===== config.mk =====
export PLATFORM = sky130hd
export DESIGN_NAME = idle_gap_frame_receiver
export DESIGN_NICKNAME = d
export VERILOG_FILES = /design/src/design/igfr_pkg.sv /design/src/design/igfr_ram.sv /design/src/design/igfr_ctrl.sv /design/src/design/igfr_dp.sv /design/src/design/idle_gap_frame_receiver.sv
export SDC_FILE = /design/constraint.sdc
export NUM_CORES = 1
export LEC_CHECK = 0
export ABC_AREA = 1
export BUFFER_PORTS_ARGS = -buffer_cell sky130_fd_sc_hd__clkbuf_2
export CORE_UTILIZATION = 40
export DETAILED_ROUTE_END_ITERATION = 8
export SETUP_SLACK_MARGIN = 0.3
export SLEW_MARGIN = 30
export SYNTH_ARGS = -nofsm -noshare
export SYNTH_HDL_FRONTEND = slang
export SYNTH_HIERARCHICAL = 1
export SYNTH_SLANG_ARGS = --single-unit

===== constraint.sdc =====
create_clock -name clk -period 5.87 [get_ports clk]
set_input_delay 0.2935 -clock clk [delete_from_list [all_inputs] [get_ports clk]]
set_output_delay 0.2935 -clock clk [all_outputs]
set_load 0.02 [all_outputs]

===== src/design/igfr_pkg.sv =====
// shared types and constants for the idle-gap frame receiver
// no dependencies

package igfr_pkg;

  localparam int unsigned BYTE_W           = 8;
  localparam int unsigned IDLE_W           = 8;
  localparam logic [IDLE_W-1:0] IDLE_LIMIT_RESET = 8'd10;
  localparam logic [IDLE_W-1:0] IDLE_MAX         = 8'd255;

  typedef enum logic [1:0] {
    OP_BYTE  = 2'd0,
    OP_TICK  = 2'd1,
    OP_FETCH = 2'd2,
    OP_NONE  = 2'd3
  } op_t;

  typedef enum logic {
    ST_IDLE   = 1'b0,
    ST_STREAM = 1'b1
  } state_t;

  // controller to datapath
  typedef struct packed {
    logic take_byte;
    logic take_tick;
    logic stream_en;
    logic stream_done;
    logic no_frame;
  } cmd_t;

  // datapath to controller
  typedef struct packed {
    logic frame_ready;
    logic last_idx;
  } status_t;

endpackage


===== src/design/igfr_ram.sv =====
// generic single-port-write, single-port-read ram with registered read
// no dependencies

module igfr_ram #(
  parameter int unsigned WIDTH = 8,
  parameter int unsigned DEPTH = 16
) (
  input  logic                     clk,
  input  logic                     wr_en,
  input  logic [$clog2(DEPTH)-1:0] wr_addr,
  input  logic [WIDTH-1:0]         wr_data,
  input  logic [$clog2(DEPTH)-1:0] rd_addr,
  output logic [WIDTH-1:0]         rd_data
);

  logic [WIDTH-1:0] mem [DEPTH];

  always_ff @(posedge clk) begin
    if (wr_en) begin
      mem[wr_addr] <= wr_data;
    end
    rd_data <= mem[rd_addr];
  end

endmodule


===== src/design/igfr_ctrl.sv =====
// controller state machine: transaction accept, op decode, frame streaming
// depends on igfr_pkg

module igfr_ctrl (
  input  logic             clk,
  input  logic             rst_n,
  input  logic             start,
  input  logic [1:0]       in_operation,
  input  igfr_pkg::status_t status,
  output igfr_pkg::cmd_t   cmd,
  output logic             busy
);

  import igfr_pkg::*;

  state_t state_r;
  state_t state_nxt;
  logic   accept;
  op_t    op;

  assign accept = start && (state_r == ST_IDLE);
  assign op     = op_t'(in_operation);

  always_ff @(posedge clk) begin
    if (!rst_n) begin
      state_r <= ST_IDLE;
    end else begin
      state_r <= state_nxt;
    end
  end

  // next state
  always_comb begin
    state_nxt = state_r;
    case (state_r)
      ST_IDLE: begin
        if (accept && op == OP_FETCH && status.frame_ready) begin
          state_nxt = ST_STREAM;
        end
      end
      ST_STREAM: begin
        if (status.last_idx) begin
          state_nxt = ST_IDLE;
        end
      end
      default: state_nxt = ST_IDLE;
    endcase
  end

  // outputs
  always_comb begin
    cmd  = '0;
    busy = 1'b0;
    case (state_r)
      ST_IDLE: begin
        cmd.take_byte = accept && op == OP_BYTE;
        cmd.take_tick = accept && op == OP_TICK;
        cmd.no_frame  = accept && op == OP_FETCH && !status.frame_ready;
      end
      ST_STREAM: begin
        busy            = 1'b1;
        cmd.stream_en   = 1'b1;
        cmd.stream_done = status.last_idx;
      end
      default: begin
        cmd  = '0;
        busy = 1'b0;
      end
    endcase
  end

endmodule


===== src/design/igfr_dp.sv =====
// datapath: frame store, fill count, idle counter, flags, idle limit register
// depends on igfr_pkg and igfr_ram

module igfr_dp #(
  parameter int unsigned STORE_DEPTH = 16
) (
  input  logic                          clk,
  input  logic                          rst_n,
  input  igfr_pkg::cmd_t                cmd,
  output igfr_pkg::status_t             status,
  input  logic [igfr_pkg::BYTE_W-1:0]   in_rx_byte,
  input  logic                          cfg_wr_en,
  input  logic [igfr_pkg::IDLE_W-1:0]   cfg_wr_data,
  output logic                          out_strobe,
  output logic                          out_kind,
  output logic [igfr_pkg::BYTE_W-1:0]   out_frame_byte,
  output logic                          out_last_byte,
  output logic                          out_overflowed
);

  import igfr_pkg::*;

  localparam int unsigned FILL_W = $clog2(STORE_DEPTH + 1);
  localparam int unsigned ADDR_W = $clog2(STORE_DEPTH);

  logic [FILL_W-1:0] fill_r,  fill_nxt;
  logic [IDLE_W-1:0] idle_r,  idle_nxt;
  logic [IDLE_W-1:0] limit_r, limit_nxt;
  logic              ready_r, ready_nxt;
  logic              ovf_r,   ovf_nxt;
  logic              nf_r,    nf_nxt;
  logic [ADDR_W-1:0] rd_idx_r, rd_idx_nxt;
  logic [IDLE_W-1:0] idle_inc;
  logic              has_room;
  logic              wr_en;
  logic [ADDR_W-1:0] rd_addr;
  logic [BYTE_W-1:0] rd_data;

  assign has_room = fill_r < FILL_W'(STORE_DEPTH);
  assign wr_en    = cmd.take_byte && has_room;
  assign idle_inc = (idle_r == IDLE_MAX) ? idle_r : idle_r + 1'b1;

  // read one ahead so the byte is in the read register when it is shown
  assign rd_addr = cmd.stream_en ? rd_idx_r + 1'b1 : '0;

  igfr_ram #(
    .WIDTH (BYTE_W),
    .DEPTH (STORE_DEPTH)
  ) u_store (
    .clk     (clk),
    .wr_en   (wr_en),
    .wr_addr (fill_r[ADDR_W-1:0]),
    .wr_data (in_rx_byte),
    .rd_addr (rd_addr),
    .rd_data (rd_data)
  );

  assign status.frame_ready = ready_r;
  assign status.last_idx    = (FILL_W'(rd_idx_r) + 1'b1) == fill_r;

  always_comb begin
    fill_nxt   = fill_r;
    idle_nxt   = idle_r;
    ready_nxt  = ready_r;
    ovf_nxt    = ovf_r;
    rd_idx_nxt = rd_idx_r;
    limit_nxt  = cfg_wr_en ? cfg_wr_data : limit_r;
    nf_nxt     = cmd.no_frame;
    if (cmd.take_byte) begin
      idle_nxt = '0;
      if (has_room) begin
        fill_nxt = fill_r + 1'b1;
      end else begin
        ovf_nxt = 1'b1;
      end
    end
    if (cmd.take_tick) begin
      idle_nxt = idle_inc;
      if (fill_r != '0 && idle_inc >= limit_r) begin
        ready_nxt = 1'b1;
      end
    end
    if (cmd.stream_en) begin
      rd_idx_nxt = rd_idx_r + 1'b1;
    end
    if (cmd.stream_done) begin
      rd_idx_nxt = '0;
      fill_nxt   = '0;
      ready_nxt  = 1'b0;
      ovf_nxt    = 1'b0;
    end
  end

  always_ff @(posedge clk) begin
    if (!rst_n) begin
      fill_r   <= '0;
      idle_r   <= '0;
      limit_r  <= IDLE_LIMIT_RESET;
      ready_r  <= 1'b0;
      ovf_r    <= 1'b0;
      nf_r     <= 1'b0;
      rd_idx_r <= '0;
    end else begin
      fill_r   <= fill_nxt;
      idle_r   <= idle_nxt;
      limit_r  <= limit_nxt;
      ready_r  <= ready_nxt;
      ovf_r    <= ovf_nxt;
      nf_r     <= nf_nxt;
      rd_idx_r <= rd_idx_nxt;
    end
  end

  assign out_strobe     = cmd.stream_en || nf_r;
  assign out_kind       = cmd.stream_en;
  assign out_frame_byte = cmd.stream_en ? rd_data : '0;
  assign out_last_byte  = cmd.stream_en && status.last_idx;
  assign out_overflowed = ovf_r;

endmodule


===== src/design/idle_gap_frame_receiver.sv =====
// top level of the idle-gap frame receiver
// depends on igfr_pkg, igfr_ctrl, igfr_dp (which holds igfr_ram)

// usage
// - input channel: an item (in_operation, in_rx_byte) is a transaction taken
//   at a rising edge with start high and busy low
//   operations: received byte, timer tick, fetch frame request
// - byte and tick transactions finish in the accepting cycle and give no
//   result; busy stays low, so one may follow every cycle
// - fetch with no frame ready: one 'no frame' result (out_kind low) in the
//   cycle after the accept; busy stays low
// - fetch of a ready frame: busy is high while the frame bytes stream out
//   one per cycle from the next cycle on, last one marked; the single read
//   port of the frame store gives one byte read a cycle, read one ahead
// - results carry out_strobe for exactly one cycle; the receiver cannot
//   stall, so every strobed result is taken
// - cfg_wr_en / cfg_wr_data write the idle limit; write only while idle
// - reset (rst_n low, synchronous): empty store, idle count and flags
//   cleared, idle limit back to 10; store contents are left as they are

module idle_gap_frame_receiver #(
  parameter int unsigned STORE_DEPTH = 16
) (
  input  logic                        clk,
  input  logic                        rst_n,
  input  logic                        start,
  output logic                        busy,
  input  logic [1:0]                  in_operation,
  input  logic [igfr_pkg::BYTE_W-1:0] in_rx_byte,
  input  logic                        cfg_wr_en,
  input  logic [igfr_pkg::IDLE_W-1:0] cfg_wr_data,
  output logic                        out_strobe,
  output logic                        out_kind,
  output logic [igfr_pkg::BYTE_W-1:0] out_frame_byte,
  output logic                        out_last_byte,
  output logic                        out_overflowed
);

  import igfr_pkg::*;

  cmd_t    cmd;
  status_t status;

  // controller: transaction accept and the streaming sequence
  igfr_ctrl u_ctrl (
    .clk          (clk),
    .rst_n        (rst_n),
    .start        (start),
    .in_operation (in_operation),
    .status       (status),
    .cmd          (cmd),
    .busy         (busy)
  );

  // datapath: store, counters, flags and result drive
  igfr_dp #(
    .STORE_DEPTH (STORE_DEPTH)
  ) u_dp (
    .clk            (clk),
    .rst_n          (rst_n),
    .cmd            (cmd),
    .status         (status),
    .in_rx_byte     (in_rx_byte),
    .cfg_wr_en      (cfg_wr_en),
    .cfg_wr_data    (cfg_wr_data),
    .out_strobe     (out_strobe),
    .out_kind       (out_kind),
    .out_frame_byte (out_frame_byte),
    .out_last_byte  (out_last_byte),
    .out_overflowed (out_overflowed)
  );

endmodule


==> qor.yml, run 1 <==
diodes: 0
violations: "DRC"
initial_core_util_pct: 41.34
grt_overflow: 0
reg2reg_slack_ps: 2890
cts_htree_levels: 4
fp.dieH_um: 139.2
grt_pass1_wl_um: 26050
grt_util_met2_pct: 27.86
r2r_end: "u_dp/u_store/rd_data[6]$_DFF_P_"
clock-sinks: 165
p_leak_nw: 3.669
grt_usage_pct: 17.79
fp.coreArea_um2: 18210
grt_max_degree: 67
p_sw_w: 0.0004735
grt_busiest_layer: "met2"
cts_setup_buffers: 0
power_frac_clock_pct: 44.1
timing.final.crit_share_pct: 50.80
status: "finished with violations"
tns_ps: 0
maxSlewViolCount: 0
skew_ps: 14.01
final_cells: 1077
peakVddDrop_mv: 0.2009
synth_edf_count: 128
postCtsHoldBufs: 0
drive_above_1_share_pct: 9.198
finalPower_w: 0.002385
rsz0062_at_grt: "false"
power_frac_comb_pct: 2.6
setup_viol: 0
rr_worst_depth: 10
syn_to_final_growth_pct: 11.19
worst_pin_slew_ps: 986.5
use_met1_pct: 24.20
ys_ff_latch: 165
grt_pass1_vias: 4939
avgSynthCellArea_um2: 9.293
fin_area_um2: 8369
multi_input_area_um2: 2172
crit_end: "u_dp/u_store/rd_data[6]$_DFF_P_"
clock_latency_ps: 420
drc_errors: 3
dr.pass1.iters: 7
cp-start-kind: "flip-flop"
ff_latch_area_um2: 4584
slew_headroom_pct: 33.99
die_area_um2: 19370
power_frac_seq_pct: 53.3
cts_resized: 0
post_dp_cell_area_um2: 7809
synthArstFlopShare_pct: 0
cp.required_ps: 6180
whs_path_depth: 3
power.density_nw_per_um2: 284.9
layout_min_cycle_time_ps: 2982
hold_viol: 0
cts_buffers: 17
cts_tree: "yes"
drt_iter0_markers: 406
fillers: 1699
placed_cells: 1045
ys_seq_area_share_pct: 60.90
fmax_mhz: 335.3
antenna_found_initial: 0
routabilityCongestion: 0.7701
final_common_cell: "nand2_1"
synth_flop_cell: "edfxtp_1"
io_buffers: 34
final_cell_mix: "237 x nand2_1, 149 x inv_1, 128 x edfxtp_1"
wirelength_um: 16420
rr_startpoint: "u_ctrl/state_r$_SDFF_PN0_"
holdWs_ps: 93.59
path_max_fanout: 66
clk_pin_slew_ps: 60
antenna_left: 0
min_path_type: "in -> reg"
vias: 5250
p_int_w: 0.001911
startpoint: "u_ctrl/state_r$_SDFF_PN0_"
post-dp-hpwl_um: 10040
synth_cells: 810
clock-root-buffer: "clkbuf_16"
fin_nets: 869
synth_cell_types: 34
met3_usage_pct: 4.282
die_w_um: 139.2
maxCapViolCount: 0
viasPerCell: 4.875
swShare_pct: 19.86
critPathArrivalTime_ps: 3290
routedWlPerCell_um: 15.24
ys_warn_count: 6
synth_nets: 844
num_rows: 49
io_pins: 35
crit_type: "reg -> reg"
syn_area_um2: 7527
cts.path.max_buffers: 2
crit_path_end_kind: "flip-flop"
## cells in the mapped netlist, types with 3 or more instances
| master | n | share of area, % |
|---|---|---|
| a21oi_1 | 22 | 1.5 |
| a21oi_2 | 3 | 0.35 |
| buf_2 | 13 | 0.86 |
| buf_4 | 8 | 0.80 |
| buf_6 | 6 | 0.90 |
| clkbuf_1 | 3 | 0.15 |
| dfxtp_1 | 37 | 9.8 |
| edfxtp_1 | 128 | 51 |
| ha_1 | 12 | 2.0 |
| inv_1 | 149 | 7.4 |
| inv_2 | 3 | 0.15 |
| nand2_1 | 237 | 12 |
| nand3_1 | 109 | 7.2 |
| nand3b_1 | 3 | 0.30 |
| nand4_1 | 3 | 0.25 |
| nor2_1 | 34 | 1.7 |
| nor3_1 | 3 | 0.20 |
| nor3b_1 | 3 | 0.30 |
| o21ai_0 | 10 | 0.66 |
| xor2_1 | 4 | 0.47 |
## flip-flops by register name, summed over array words and instances, names as in the netlist
signal / count
u_dp/fill_r: 5
u_dp/limit_r: 8
u_ctrl/state_r: 1
u_dp/out_overflowed: 1
u_dp/u_store/rd_data: 8
u_dp/ready_r: 1
u_dp/rd_idx_r: 4
u_dp/nf_r: 1
u_dp/u_store/mem: 128
u_dp/idle_r: 8
## worst min path at each step
| stage | start | end | slack, ps |
|---|---|---|---|
| global placement | u_dp/limit_r[6]$_SDFFE_PN0P_ | u_dp/limit_r[6]$_SDFFE_PN0P_ | 450 |
| floorplan | rst_n | u_dp/nf_r$_SDFF_PN0_ | 390 |
| finish | cfg_wr_data[3] | u_dp/limit_r[3]$_SDFFE_PN1P_ | 90 |
| CTS | cfg_wr_data[1] | u_dp/limit_r[1]$_SDFFE_PN1P_ | 80 |
| global route | cfg_wr_data[3] | u_dp/limit_r[3]$_SDFFE_PN1P_ | 80 |
| detailed placement | u_dp/limit_r[6]$_SDFFE_PN0P_ | u_dp/limit_r[6]$_SDFFE_PN0P_ | 460 |
## per-layer routing
metal / part of all wire (%) / wire length (µm)
met4: 1.1 / 173
met3: 5.8 / 945
met1: 47 / 7783
met2: 46 / 7514
met5: 0 / 0
## critical path, stage by stage, from the launching register on
cell and delay, ps:
dfxtp_1 750, inv_1 310, nor2_4 130, buf_4 560
inv_4 440, nand2_1 160, nand2_1 70, nand2_1 50
nand3_1 130, nand3_1 140, nand2_1 60
## per-stage QoR
step | utilization, % | setup slack [ps]
final | 45.96 | 2888
after global routing | 45.96 | 2677
after floorplan | - | 3852
after global placement | 42.87 | 2739
after CTS | 45.96 | 2916
after detailed placement | 42.88 | 2948
## area by class of cell
cell class / instances / area share, %
clock buffer: 30 / 6.533
sequential: 165 / 54.78
tap: 229 / 3.424
multi-input combinational: 462 / 25.95
timing repair buffer: 37 / 2.302
clock inverter: 2 / 0.1644
inverter: 152 / 6.847
## kinds of logic after synthesis
kind of cell | after synthesis | synth area share [%]
and+or+nand+nor | 403 | 23.06
DFF | 165 | 60.90
xor gates and xnor gates | 6 | 0.6981
AOI/OAI and AO/OA | 41 | 3.009
buffers and inverters | 183 | 10.34
adders and majority gates | 12 | 1.995
## power by group through the flow
stage	registers [W]	clock network, W	logic (W)
6_report	0.00127	0.00105	0.0000630
5_1_grt	0.00127	0.00112	0.0000723
4_1_cts	0.00127	0.00107	0.0000645
3_5_place_dp	0.00130	0	0.0000642
3_3_place_gp	0.00130	0	0.0000635
2_1_floorplan	0.00129	0	0.0000310
No activity file was read; power rests on OpenSTA's default activity.
==> inputs of run 2 (changes only) <==
Settings changed: ABC_AREA 1 to 0.
Clock period 5.87 ns to 2.7 ns, I/O delays scaled along.
==> run 2 against run 1 <==
Against the previous run:
- the run now ends clean
- sequential share of layout area rose by 1.7 points
- synthesized area fell by 8.2%
- register-to-register slack got worse by 2500 ps
==> qor.yml, run 2 <==
grt_overflow: 0
setup_viol: 0
reg2reg_slack_ps: 400
routedWlPerCell_um: 18.34
grt_pass1_vias: 3807
maxSlewViolCount: 0
hold_viol: 0
clock_latency_ps: 420
timing.final.crit_share_pct: 85.14
fp.coreArea_um2: 16700
synth_top_area_cell: "edfxtp_1"
whs_path_depth: 3
drt_iter0_markers: 306
startpoint: "u_dp/idle_r[0]$_SDFFE_PN0P_"
layout_min_cycle_time_ps: 2299
post_dp_cell_area_um2: 7436
synth_nets: 466
syn_area_um2: 6910
synth_cells: 432
synthArstFlopShare_pct: 0
worst_pin_slew_ps: 523.9
min_path_type: "in -> reg"
io_buffers: 34
post-dp-hpwl_um: 8280
synth_most_common_cell: "edfxtp_1"
largest_reg_flops: 128
clock-root-buffer: "clkbuf_16"
r2r_end: "u_dp/ready_r$_SDFFE_PP0P_"
post-route-util_pct: 48.59
crit_type: "reg -> reg"
antenna_found_initial: 0
fmax_mhz: 435.0
rr_startpoint: "u_dp/idle_r[0]$_SDFFE_PN0P_"
path_max_fanout: 6
drive_above_1_share_pct: 25.64
yosysTopAreaCellShare_pct: 55.62
clk_pin_slew_ps: 70
synth.area.top_cells: "edfxtp_1 56%, dfxtp_1 11%, mux4_2 5.9%"
vias: 3847
synth_edf_count: 128
syn_to_final_growth_pct: 17.44
p_leak_nw: 2.855
peakVddDrop_mv: 0.4690
fp.dieH_um: 133.4
skew_ps: 8.245
regMostFlops: "u_dp/u_store/mem"
rsz0062_at_grt: "false"
cts_tree: "yes"
grt_usage_pct: 16.03
fin_area_um2: 8115
cp_slowest_stage_delay_ps: 390
viasPerCell: 5.292
crit_end: "u_dp/ready_r$_SDFFE_PP0P_"
avgSynthCellArea_um2: 16.00
cts_htree_levels: 4
initial_core_util_pct: 41.38
diodes: 0
final_common_cell: "edfxtp_1"
finalPower_w: 0.005173
ys_warn_count: 6
dr.pass1.iters: 4
status: "complete, no violations"
critPathArrivalTime_ps: 2590
slew_headroom_pct: 65.03
fin_nets: 528
cts_buffers: 17
grt_max_degree: 34
cp_slowest_cell: "dfxtp_2"
clock-sinks: 165
crit_chain: "ha_2, and3_1, a31oi_1, a41oi_2, ha_1, a21o_1, a211oi_1, a311oi_1"
drc_errors: 0
maxCapViolCount: 0
rr_worst_depth: 8
cts_setup_buffers: 0
synth_flop_cell: "edfxtp_1"
antenna_left: 0
io_pins: 35
crit_path_end_kind: "flip-flop"
grt_pass1_wl_um: 21000
fillers: 1424
cp.required_ps: 2990
ys_ff_latch: 165
cp-start-kind: "flip-flop"
cts.path.max_buffers: 2
power.density_nw_per_um2: 637.4
wirelength_um: 13340
final_cell_mix: "128 x edfxtp_1, 36 x dfxtp_1, 35 x nor2_1"
die_w_um: 133.4
routabilityCongestion: 0.7455
synth_common_cells: "128 x edfxtp_1, 37 x dfxtp_1, 36 x nor2_1"
die_area_um2: 17800
num_rows: 47
tns_ps: 0
synth_cell_types: 54
ys_seq_area_share_pct: 66.34
run 2: changes by cell type after synthesis, sizes merged, moves of 16 or more:
cell / before / now
mux4: 0 / 32
nand3: 112 / 5
buf: 28 / 12
inv: 152 / 13
a21oi: 25 / 9
a22oi: 0 / 16
nand2: 237 / 20
run 2: layer usage:
metal	global-route usage [%]	up-vias	routed length (µm)
met5	0	-	0
met4	4.545	0	102
met3	4.072	9	542
met2	25.52	89	6621
met1	21.80	1944	6071
li1	-	1805	-
run 2: through the flow:
stage | hold slack [ps] | cells | setup WS [ps]
3_3_place_gp | 358.8 | 687 | 337.2
3_5_place_dp | 358.0 | 687 | 288.0
5_1_grt | 68.50 | 727 | 283.1
6_report | 52.51 | 727 | 401.1
2_1_floorplan | 233.9 | 432 | 175.7
4_1_cts | 23.06 | 727 | 310.8
run 2: how the worst min path moves through the flow:
stage	startpoint	to	slack, ps
2_1_floorplan	in_rx_byte[0]	u_dp/u_store/mem[0][0]$_DFFE_PP_	230
3_3_place_gp	cfg_wr_data[3]	u_dp/limit_r[3]$_SDFFE_PN1P_	360
3_5_place_dp	cfg_wr_data[3]	u_dp/limit_r[3]$_SDFFE_PN1P_	360
4_1_cts	start	u_ctrl/state_r$_SDFF_PN0_	20
5_1_grt	start	u_ctrl/state_r$_SDFF_PN0_	70
6_report	start	u_ctrl/state_r$_SDFF_PN0_	50
run 2: report_power, final:
part           switching (W)  leakage (nW)  internal [W]
clock                0.00106         0.271       0.00122
combinational      0.0000792          1.13     0.0000539
sequential         0.0000115          1.46       0.00275
total                0.00115          2.85       0.00402
run 2: final cells by class:
cell class	count	area [µm²]	share of cell area (%)
clock buffer	18	429.2	5.288
clock inverter	14	132.6	1.634
inverter	13	48.80	0.6013
multi-input combinational	232	2196	27.06
sequential	165	4586	56.51
tap	220	275.3	3.392
timing repair buffer	65	447.9	5.520
run 2: cell families (layout without fill, tap and decap cells):
family | count (synthesis) | in the layout | share of synthesized area [%]
simple gates | 115 | 115 | 8.926
compound gates | 48 | 48 | 4.853
buf+inv | 35 | 110 | 2.897
xor+xnor | 16 | 16 | 2.227
flops | 165 | 165 | 66.34
mux | 41 | 41 | 12.58
fa+ha+maj | 12 | 12 | 2.173
run 2: timing repair:
item	4_1_cts	5_1_grt
hold buffers	8	0
resized for setup	1	9
hold endpoints to repair	8	0
setup endpoints to repair	1	1
run 2: critical path: cells and delay by family (launching register included):
kind | cells | cell delay [ps]
compound gates | 5 | 930
fa+ha+maj | 2 | 530
flops | 1 | 390
simple gates | 1 | 310
